$ cat src/assert_macros.svh
// Assertion macros used by the queue RTL (mpq_back).
`ifndef ASSERT_MACROS_SVH
`define ASSERT_MACROS_SVH

// Condition must hold at every clock edge outside reset.
`define ASSERT_ALWAYS(label, clk, rst, cond, msg) \
   label: assert property (@(posedge clk) disable iff (rst) (cond)) else $error(msg);

// Same-cycle implication.
`define ASSERT_IMPL(label, clk, rst, ante, cons, msg) \
   label: assert property (@(posedge clk) disable iff (rst) (ante) |-> (cons)) else $error(msg);

// Next-cycle implication.
`define ASSERT_NEXT(label, clk, rst, ante, cons, msg) \
   label: assert property (@(posedge clk) disable iff (rst) (ante) |=> (cons)) else $error(msg);

`endif

$ cat src/mpq_pkg.sv
// Package: sizes, codes and shared types of the priority queue.
package mpq_pkg;

   localparam int DEPTH          = 16;
   localparam int PAYLOAD_WIDTH  = 32;
   localparam int PRIORITY_WIDTH = 16;
   localparam int KIND_WIDTH     = 2;
   localparam int COUNT_WIDTH    = $clog2(DEPTH + 1);
   localparam int INDEX_WIDTH    = $clog2(DEPTH);

   typedef logic [KIND_WIDTH-1:0]            kind_type;
   typedef logic [PAYLOAD_WIDTH-1:0]         payload_type;
   typedef logic signed [PRIORITY_WIDTH-1:0] prio_type;
   typedef logic [COUNT_WIDTH-1:0]           count_type;
   typedef logic [INDEX_WIDTH-1:0]           index_type;

   // request kinds as they arrive on the port
   localparam kind_type KIND_ADD     = 2'd0;
   localparam kind_type KIND_EXTRACT = 2'd1;
   localparam kind_type KIND_CLEAR   = 2'd2;

   // decoded operations handed to the back end
   typedef logic [1:0] op_type;
   localparam op_type OP_ADD     = 2'd0;
   localparam op_type OP_EXTRACT = 2'd1;
   localparam op_type OP_CLEAR   = 2'd2;
   localparam op_type OP_NOP     = 2'd3;

   typedef struct packed {
      op_type      op;
      payload_type payload;
      prio_type    prio;
   } cmd_type;

   typedef struct packed {
      logic    valid;
      cmd_type cmd;
   } cmd_chan_type;

endpackage

$ cat src/mpq_ifs.sv
// Request and response channel interfaces.
interface mpq_req_if;
   import mpq_pkg::*;
   logic        valid;
   logic        ready;
   kind_type    kind;
   payload_type job_payload;
   prio_type    job_priority;

   modport source (output valid, kind, job_payload, job_priority, input ready);
   modport sink   (input valid, kind, job_payload, job_priority, output ready);
endinterface

interface mpq_rsp_if;
   import mpq_pkg::*;
   logic        valid;
   logic        ready;
   payload_type taken_payload;
   logic        taken_valid;
   logic        add_accepted;
   count_type   entry_count;
   logic        is_empty;
   logic        is_full;

   modport source (output valid, taken_payload, taken_valid, add_accepted,
                   entry_count, is_empty, is_full, input ready);
   modport sink   (input valid, taken_payload, taken_valid, add_accepted,
                   entry_count, is_empty, is_full, output ready);
endinterface

$ cat src/mpq_front.sv
// Front end: takes requests, decodes the kind, holds them in a two-slot queue.
module mpq_front (
   input  logic                  clock,
   input  logic                  reset,
   mpq_req_if.sink               req_bus,
   output mpq_pkg::cmd_chan_type cmd_chan,
   input  logic                  cmd_pop
);
   import mpq_pkg::*;

   localparam logic [1:0] FILL_FULL = 2'd2;

   cmd_type    slots_ff [2];
   cmd_type    slots_in [2];
   logic [1:0] fill_ff, fill_in;
   logic [1:0] fill_after_pop;
   logic       push;
   cmd_type    req_cmd;

   always_comb begin
      req_cmd.payload = req_bus.job_payload;
      req_cmd.prio    = req_bus.job_priority;
      case (req_bus.kind)
         KIND_ADD:     req_cmd.op = OP_ADD;
         KIND_EXTRACT: req_cmd.op = OP_EXTRACT;
         KIND_CLEAR:   req_cmd.op = OP_CLEAR;
         default:      req_cmd.op = OP_NOP;
      endcase
   end

   assign req_bus.ready  = (fill_ff != FILL_FULL);
   assign push           = req_bus.valid && req_bus.ready;
   assign fill_after_pop = fill_ff - {1'b0, cmd_pop};

   always_comb begin
      slots_in = slots_ff;
      if (cmd_pop) begin
         slots_in[0] = slots_ff[1];
      end
      if (push) begin
         slots_in[fill_after_pop[0]] = req_cmd;
      end
      fill_in = fill_after_pop + {1'b0, push};
   end

   assign cmd_chan.valid = (fill_ff != 2'd0);
   assign cmd_chan.cmd   = slots_ff[0];

   always_ff @(posedge clock) begin
      if (reset) begin
         fill_ff <= 2'd0;
      end else begin
         fill_ff <= fill_in;
      end
      slots_ff <= slots_in;
   end

endmodule

$ cat src/mpq_back.sv
// Back end: entry store, serial max scan, close-up and response register.
`include "assert_macros.svh"

module mpq_back (
   input  logic                 clock,
   input  logic                 reset,
   input  mpq_pkg::cmd_chan_type cmd_chan,
   output logic                 cmd_pop,
   mpq_rsp_if.source            rsp_bus
);
   import mpq_pkg::*;

   localparam logic [1:0] ST_IDLE = 2'd0;
   localparam logic [1:0] ST_SCAN = 2'd1;
   localparam logic [1:0] ST_TAKE = 2'd2;

   payload_type pay_ff [DEPTH];
   payload_type pay_in [DEPTH];
   prio_type    pri_ff [DEPTH];
   prio_type    pri_in [DEPTH];
   count_type   count_ff, count_in;
   logic [1:0]  state_ff, state_in;
   index_type   scan_ff, scan_in;
   index_type   best_idx_ff, best_idx_in;
   prio_type    best_pri_ff, best_pri_in;
   payload_type best_pay_ff, best_pay_in;

   logic        rsp_valid_ff, rsp_valid_in;
   payload_type taken_payload_ff, taken_payload_in;
   logic        taken_valid_ff, taken_valid_in;
   logic        add_accepted_ff, add_accepted_in;
   count_type   rsp_count_ff, rsp_count_in;

   logic        out_free;
   logic        produce;
   logic        res_valid;
   logic        res_accept;
   payload_type res_payload;
   prio_type    scan_pri;
   payload_type scan_pay;

   assign out_free = !rsp_valid_ff || rsp_bus.ready;
   assign scan_pri = pri_ff[scan_ff];
   assign scan_pay = pay_ff[scan_ff];

   always_comb begin
      pay_in      = pay_ff;
      pri_in      = pri_ff;
      count_in    = count_ff;
      state_in    = state_ff;
      scan_in     = scan_ff;
      best_idx_in = best_idx_ff;
      best_pri_in = best_pri_ff;
      best_pay_in = best_pay_ff;
      cmd_pop     = 1'b0;
      produce     = 1'b0;
      res_valid   = 1'b0;
      res_accept  = 1'b0;
      res_payload = '0;

      case (state_ff)
         ST_IDLE: begin
            if (cmd_chan.valid) begin
               case (cmd_chan.cmd.op)
                  OP_ADD: begin
                     if (out_free) begin
                        cmd_pop = 1'b1;
                        produce = 1'b1;
                        if (count_ff < COUNT_WIDTH'(DEPTH)) begin
                           pay_in[count_ff[INDEX_WIDTH-1:0]] = cmd_chan.cmd.payload;
                           pri_in[count_ff[INDEX_WIDTH-1:0]] = cmd_chan.cmd.prio;
                           count_in   = count_ff + COUNT_WIDTH'(1);
                           res_accept = 1'b1;
                        end
                     end
                  end
                  OP_EXTRACT: begin
                     if (count_ff != '0) begin
                        // scan runs without the response slot
                        cmd_pop  = 1'b1;
                        scan_in  = '0;
                        state_in = ST_SCAN;
                     end else if (out_free) begin
                        cmd_pop = 1'b1;
                        produce = 1'b1;
                     end
                  end
                  OP_CLEAR: begin
                     if (out_free) begin
                        cmd_pop  = 1'b1;
                        produce  = 1'b1;
                        count_in = '0;
                     end
                  end
                  default: begin
                     if (out_free) begin
                        cmd_pop = 1'b1;
                        produce = 1'b1;
                     end
                  end
               endcase
            end
         end
         ST_SCAN: begin
            // strict compare keeps the earliest entry on a tie
            if (scan_ff == '0 || scan_pri > best_pri_ff) begin
               best_idx_in = scan_ff;
               best_pri_in = scan_pri;
               best_pay_in = scan_pay;
            end
            if (COUNT_WIDTH'(scan_ff) == count_ff - COUNT_WIDTH'(1)) begin
               state_in = ST_TAKE;
            end else begin
               scan_in = scan_ff + INDEX_WIDTH'(1);
            end
         end
         ST_TAKE: begin
            if (out_free) begin
               produce     = 1'b1;
               res_valid   = 1'b1;
               res_payload = best_pay_ff;
               for (int i = 0; i < DEPTH - 1; i++) begin
                  if (INDEX_WIDTH'(i) >= best_idx_ff) begin
                     pay_in[INDEX_WIDTH'(i)] = pay_ff[INDEX_WIDTH'(i + 1)];
                     pri_in[INDEX_WIDTH'(i)] = pri_ff[INDEX_WIDTH'(i + 1)];
                  end
               end
               count_in = count_ff - COUNT_WIDTH'(1);
               state_in = ST_IDLE;
            end
         end
         default: begin
            state_in = ST_IDLE;
         end
      endcase
   end

   always_comb begin
      rsp_valid_in     = rsp_valid_ff;
      taken_payload_in = taken_payload_ff;
      taken_valid_in   = taken_valid_ff;
      add_accepted_in  = add_accepted_ff;
      rsp_count_in     = rsp_count_ff;
      if (rsp_bus.ready) begin
         rsp_valid_in = 1'b0;
      end
      if (produce) begin
         rsp_valid_in     = 1'b1;
         taken_payload_in = res_payload;
         taken_valid_in   = res_valid;
         add_accepted_in  = res_accept;
         rsp_count_in     = count_in;
      end
   end

   assign rsp_bus.valid         = rsp_valid_ff;
   assign rsp_bus.taken_payload = taken_payload_ff;
   assign rsp_bus.taken_valid   = taken_valid_ff;
   assign rsp_bus.add_accepted  = add_accepted_ff;
   assign rsp_bus.entry_count   = rsp_count_ff;
   assign rsp_bus.is_empty      = (rsp_count_ff == '0);
   assign rsp_bus.is_full       = (rsp_count_ff == COUNT_WIDTH'(DEPTH));

   always_ff @(posedge clock) begin
      if (reset) begin
         state_ff     <= ST_IDLE;
         count_ff     <= '0;
         rsp_valid_ff <= 1'b0;
      end else begin
         state_ff     <= state_in;
         count_ff     <= count_in;
         rsp_valid_ff <= rsp_valid_in;
      end
      pay_ff           <= pay_in;
      pri_ff           <= pri_in;
      scan_ff          <= scan_in;
      best_idx_ff      <= best_idx_in;
      best_pri_ff      <= best_pri_in;
      best_pay_ff      <= best_pay_in;
      taken_payload_ff <= taken_payload_in;
      taken_valid_ff   <= taken_valid_in;
      add_accepted_ff  <= add_accepted_in;
      rsp_count_ff     <= rsp_count_in;
   end

   `ASSERT_IMPL(scan_nonempty, clock, reset, state_ff != ST_IDLE,
                count_ff != '0, "scan with empty store")
   `ASSERT_IMPL(scan_in_range, clock, reset, state_ff == ST_SCAN,
                COUNT_WIDTH'(scan_ff) < count_ff, "scan index past fill")
   `ASSERT_NEXT(take_drops_one, clock, reset, state_ff == ST_TAKE && out_free,
                count_ff == $past(count_ff) - COUNT_WIDTH'(1), "extract did not drop one entry")

endmodule

$ cat src/max_priority_queue_unit.sv
// Top level of the bounded max priority queue.
//
// Requests arrive on req_bus (valid/ready): kind 0 adds job_payload with a
// signed job_priority, kind 1 extracts the highest priority entry (earliest
// added wins a tie), kind 2 clears, kind 3 does nothing. Each request gives
// exactly one response on rsp_bus with the extracted payload, its valid flag,
// the add-accepted flag, the entry count after the request and empty/full.
// The front end decodes requests into a two-slot queue, so up to two
// requests are taken while the back end is busy or the response is stalled.
// Add, clear and no-op pass through a front-end slot and the response
// register, and one of them completes per cycle while rsp_bus.ready stays
// high and no extract is in the back end. An extract with entries held
// runs a serial scan that reads one stored entry per cycle, then closes
// the gap and answers. An extract on an empty queue completes like an add.
// Reset (synchronous) empties the queue and drops any queued request and
// pending response. When the receiver stalls, the response register holds
// its value, the back end waits, and req_bus.ready falls once both queue
// slots are full.
module max_priority_queue_unit (
   input logic       clock,
   input logic       reset,
   mpq_req_if.sink   req_bus,
   mpq_rsp_if.source rsp_bus
);
   import mpq_pkg::*;

   cmd_chan_type cmd_chan;
   logic         cmd_pop;

   // decode and buffer
   mpq_front u_front (
      .clock    (clock),
      .reset    (reset),
      .req_bus  (req_bus),
      .cmd_chan (cmd_chan),
      .cmd_pop  (cmd_pop)
   );

   // entry store and execution
   mpq_back u_back (
      .clock    (clock),
      .reset    (reset),
      .cmd_chan (cmd_chan),
      .cmd_pop  (cmd_pop),
      .rsp_bus  (rsp_bus)
   );

endmodule
$ cat src/flat_wrapper.sv
// flat-port wrapper written by rule: the top's interface ports become plain ports
module max_priority_queue_unit_flat import mpq_pkg::*;
  (clock, reset, req_bus_valid, req_bus_kind, req_bus_job_payload, req_bus_job_priority, req_bus_ready, rsp_bus_valid, rsp_bus_taken_payload, rsp_bus_taken_valid, rsp_bus_add_accepted, rsp_bus_entry_count, rsp_bus_is_empty, rsp_bus_is_full, rsp_bus_ready);
  mpq_req_if req_bus_i ();
  mpq_rsp_if rsp_bus_i ();
  input logic clock;
  input logic reset;
  input wire logic [$bits(req_bus_i.valid)-1:0] req_bus_valid;
  input wire logic [$bits(req_bus_i.kind)-1:0] req_bus_kind;
  input wire logic [$bits(req_bus_i.job_payload)-1:0] req_bus_job_payload;
  input wire logic [$bits(req_bus_i.job_priority)-1:0] req_bus_job_priority;
  output wire logic [$bits(req_bus_i.ready)-1:0] req_bus_ready;
  output wire logic [$bits(rsp_bus_i.valid)-1:0] rsp_bus_valid;
  output wire logic [$bits(rsp_bus_i.taken_payload)-1:0] rsp_bus_taken_payload;
  output wire logic [$bits(rsp_bus_i.taken_valid)-1:0] rsp_bus_taken_valid;
  output wire logic [$bits(rsp_bus_i.add_accepted)-1:0] rsp_bus_add_accepted;
  output wire logic [$bits(rsp_bus_i.entry_count)-1:0] rsp_bus_entry_count;
  output wire logic [$bits(rsp_bus_i.is_empty)-1:0] rsp_bus_is_empty;
  output wire logic [$bits(rsp_bus_i.is_full)-1:0] rsp_bus_is_full;
  input wire logic [$bits(rsp_bus_i.ready)-1:0] rsp_bus_ready;
  assign req_bus_i.valid = req_bus_valid;
  assign req_bus_i.kind = req_bus_kind;
  assign req_bus_i.job_payload = req_bus_job_payload;
  assign req_bus_i.job_priority = req_bus_job_priority;
  assign req_bus_ready = req_bus_i.ready;
  assign rsp_bus_valid = rsp_bus_i.valid;
  assign rsp_bus_taken_payload = rsp_bus_i.taken_payload;
  assign rsp_bus_taken_valid = rsp_bus_i.taken_valid;
  assign rsp_bus_add_accepted = rsp_bus_i.add_accepted;
  assign rsp_bus_entry_count = rsp_bus_i.entry_count;
  assign rsp_bus_is_empty = rsp_bus_i.is_empty;
  assign rsp_bus_is_full = rsp_bus_i.is_full;
  assign rsp_bus_i.ready = rsp_bus_ready;
  max_priority_queue_unit u_core (.clock(clock), .reset(reset), .req_bus(req_bus_i), .rsp_bus(rsp_bus_i));
endmodule
$ cat config.mk
export PLATFORM = sky130hd
export DESIGN_NAME = max_priority_queue_unit_flat
export DESIGN_NICKNAME = d
export VERILOG_FILES = /design/src/mpq_pkg.sv /design/src/mpq_ifs.sv /design/src/mpq_front.sv /design/src/mpq_back.sv /design/src/max_priority_queue_unit.sv /design/src/flat_wrapper.sv
export VERILOG_INCLUDE_DIRS = /design/src /design/src/src
export SDC_FILE = /design/constraint.sdc
export NUM_CORES = 1
export LEC_CHECK = 0
export BUFFER_PORTS_ARGS = -buffer_cell sky130_fd_sc_hd__buf_2
export CORE_ASPECT_RATIO = 1.2
export CORE_UTILIZATION = 30
export DETAILED_ROUTE_END_ITERATION = 10
export SYNTH_ARGS = -nofsm -noshare
export SYNTH_HDL_FRONTEND = slang
export SYNTH_SLANG_ARGS = --single-unit
$ cat constraint.sdc
create_clock -name clock -period 11.9 [get_ports clock]
set_input_delay 1.785 -clock clock [delete_from_list [all_inputs] [get_ports clock]]
set_output_delay 1.785 -clock clock [all_outputs]
set_load 0.05 [all_outputs]
==> results.txt <==
Post-Synthesis Cell Area - 41520 um2
Setup Viol. Count Final - 0
Maxcap violations - 0
Net count after synthesis - 2675
FP Rows - 149
Pwr Total - 9.692 mW
All-Layer GR Usage - 0.1525
Register bit total from synthesis - 973
Final core occ - 0.3416
Max frequency - 0.1783 GHz
Share of layout cells above drive strength 1 - 0.1762
Die height - 409.5 um
RSZ-0062 raised after global routing - false
Number of remaining DRC errors - 0
Synth cell types - 56
Drt total wl - 108100 um
Post-cts resize count - 0
Final min period - 5.610 ns
DR WL/cell - 24.07 um
Synth area leader - edfxtp_1
First-pass GRT wire length - 160100 um
Post-route setup TNS - 0 ns
Leakage - 15.99 nW
Final max-slew violation count - 0
Slowest cell on the critical path - buf_4
Mapped Cells - 2595
GR Overflow Total - 0
Area Overhead vs Synth - 13.04%
Post-synth EDFFs - 913
IO Pins - 97
TritonCTS clock tree - built
Top cells by count, synth - edfxtp_1, a22o_1, mux2i_1, clkbuf_1, a21oi_1
Ys async rst share - 0
Reg2reg start - u_core.u_back.scan_ff[1]$_SDFFCE_PN0P_
R2r worst-path depth - 13
Clk_skew - 0.03180 ns
Post-synth top flop - edfxtp_1
Clock Sinks - 973
DR vias - 23844
R2R Setup Slk - 6.29 ns
Final GP Congestion - 0.7703
CP Launch Point - u_core.u_back.scan_ff[1]$_SDFFCE_PN0P_
WHS Endpoint - u_core.u_back.rsp_bus.taken_payload[12]$_SDFFCE_PN0P_
Chip width - 341.6 um
Core area - 137400 um2
Crit share post-route - 0.4714
Starting DRT DRC Count - 2517
CP cell instances - buf_12 -> and2_4 -> buf_4 -> a221oi_1 -> o21ai_0 -> nand2_1 -> ha_1 -> and3_1 -> a221oi_1 -> o31ai_1 -> a211oi_1 -> mux2i_4 -> buf_4
Final instance area - 46930 um2
Critical path class - flip-flop to flip-flop
Cell with the most instances after synthesis - edfxtp_1
Register area share after synthesis - 0.6893
Status - complete, no violations
Multi-input gate area - 11890 um2
Hold buffers post-CTS - 0
Die ar. - 139900 um2
Vias in the first global route - 24098
I/O Buffers - 96
Avg Synthesized Cell Area - 16.00 um2
Area share of the largest cell type after synthesis - 0.6604
Pwr/cell area - 206.5 nW/um2
Initial antenna violation count - 7
Setup crit end kind - flip-flop
Root Buffer - clkbuf_16
Worst path required time - 12.21 ns
Clock tree buffer depth - 3
HPWL Detailed - 55450 um
Worst hold start - u_core.u_back.best_pay_ff[12]$_DFFE_PP_
Worst hold path type - flip-flop to flip-flop
CTS buffer count - 98
Synth area leaders - edfxtp_1, a22o_1, mux4_2
Peak supply drop - 0.0001220 V
TritonRoute pass-1 iters - 6
Yosys warns - 0
Initial Util - 0.3022
H-tree depth - 3
Relative slew slack - 0.2962
Layout Nets - 2679
Worst slew pin tran - 1.056 ns
CP Max Fanout - 103
Clk slew on worst S/H paths - 0.06 ns
Clk Latency, worst-skew pair - 0.70 ns
FILL cells - 13073
Endpoints failing hold - 0
Postcts setup bufs - 0
Area after DPL - 43740 um2
Vias per std cell - 5.308
Remaining antenna violation count - 0
Pin count of the biggest net entering global routing - 118
Max stage delay on crit path - 0.80 ns
R2r endpoint - u_core.u_back.best_pay_ff[16]$_DFFE_PP_
Worst path arrival time - 5.92 ns
Hold path depth - 1
Critical path launch point type - flip-flop
Register area - 28620 um2
[stage by stage]
stage / hold slack, ns / worst slack, ns / std cells
2_1_floorplan: 0.4244 / 1.297 / 2595
3_3_place_gp: 0.5089 / 6.340 / 4311
6_report: 0.5145 / 6.290 / 4492
5_1_grt: 0.5391 / 5.959 / 4491
4_1_cts: 0.5183 / 6.250 / 4491
3_5_place_dp: 0.5030 / 6.287 / 4311
[flip-flops by register name (all words and copies together), names as in the netlist, 16 cells and up]
name                                 flops
u_core.u_back.pay_ff                   512
u_core.u_back.pri_ff                   256
u_core.u_front.cmd_chan                 50
u_core.u_front.slots_ff                 50
u_core.u_back.best_pay_ff               32
u_core.u_back.rsp_bus.taken_payload     32
u_core.u_back.best_pri_ff               16
[placed cells by master, fill, tap and decap left out, types with 6 or more instances in the layout]
| cell type | instances |
|---|---|
| o21ai_0 | 107 |
| mux2i_1 | 195 |
| a22oi_1 | 48 |
| clkinv_2 | 20 |
| a21oi_1 | 112 |
| a221oi_1 | 49 |
| nor2_1 | 72 |
| and2_2 | 8 |
| clkbuf_16 | 100 |
| clkinv_1 | 12 |
| clkbuf_1 | 22 |
| nand2_1 | 66 |
| mux4_2 | 96 |
| clkinvlp_4 | 6 |
| ha_1 | 25 |
| and2_1 | 83 |
| and3_4 | 6 |
| buf_2 | 96 |
| buf_4 | 44 |
| mux2_2 | 48 |
| a22o_1 | 336 |
| dfxtp_1 | 60 |
| nor3_1 | 10 |
| edfxtp_1 | 913 |
| bufinv_16 | 9 |
| nor2b_1 | 9 |
| inv_1 | 29 |
[how the worst max path moves through the flow]
| stage | slack (ns) | to |
|---|---|---|
| after floorplan | 1.30 | u_core.u_back.pay_ff[320]$_DFFE_PP_ |
| after global placement | 6.34 | u_core.u_back.best_pay_ff[16]$_DFFE_PP_ |
| after detailed placement | 6.29 | u_core.u_back.best_pay_ff[16]$_DFFE_PP_ |
| after CTS | 6.25 | u_core.u_back.best_pay_ff[16]$_DFFE_PP_ |
| after global routing | 5.96 | u_core.u_back.best_pay_ff[19]$_DFFE_PP_ |
| final | 6.29 | u_core.u_back.best_pay_ff[16]$_DFFE_PP_ |
[report_power, final]
part           switching, mW  leakage (nW)  internal, mW
Combinational           1.08          5.53         0.486
Sequential             0.575          8.91          4.46
Clock                   1.33          1.56          1.77
Total                   2.98          16.0          6.71
[kinds of logic (layout without fill, tap and decap cells)]
kind of cell             after synthesis  after routing  share of synthesized area
AO/OA/AOI/OAI                        688            688                     0.1236
buffers and inverters                268            352                    0.02944
flip-flops                           973            973                     0.6893
adder cells (fa/ha/maj)               26             26                   0.007836
multiplexers                         340            340                     0.1124
AND/OR/NAND/NOR                      292            292                    0.03577
XOR/XNOR                               8              8                   0.001688
other                                  0              1                          0
[final cells by class]
type,instances,share of cell area
Sequential cell,973,0.6098
Clock inverter,54,0.01176
Antenna cell,1,0.00005332
Clock buffer,126,0.05625
Inverter,30,0.002399
Timing Repair Buffer,142,0.01813
Tap cell,1812,0.04831
Multi-Input combinational cell,1354,0.2533
[worst max-delay path: cells and delay by family, from the launching register on]
family | cells | cell delay [ns]
buffers and inverters | 3 | 1.89
AOI/OAI and AO/OA | 5 | 1.24
and+or+nand+nor | 3 | 1.00
DFF | 1 | 0.37
adders and majority gates | 1 | 0.31
muxes | 1 | 0.30
[per-layer routing]
layer,track usage,part of all wire,vias to the layer above,wire length [um]
li1,-,-,10420,-
met1,0.2030,0.42,12377,45530
met2,0.2548,0.49,873,53020
met3,0.02348,0.064,164,6957
met4,0.04608,0.024,10,2574
met5,0,0.00055,-,60
No activity file was read; power rests on OpenSTA's default activity.
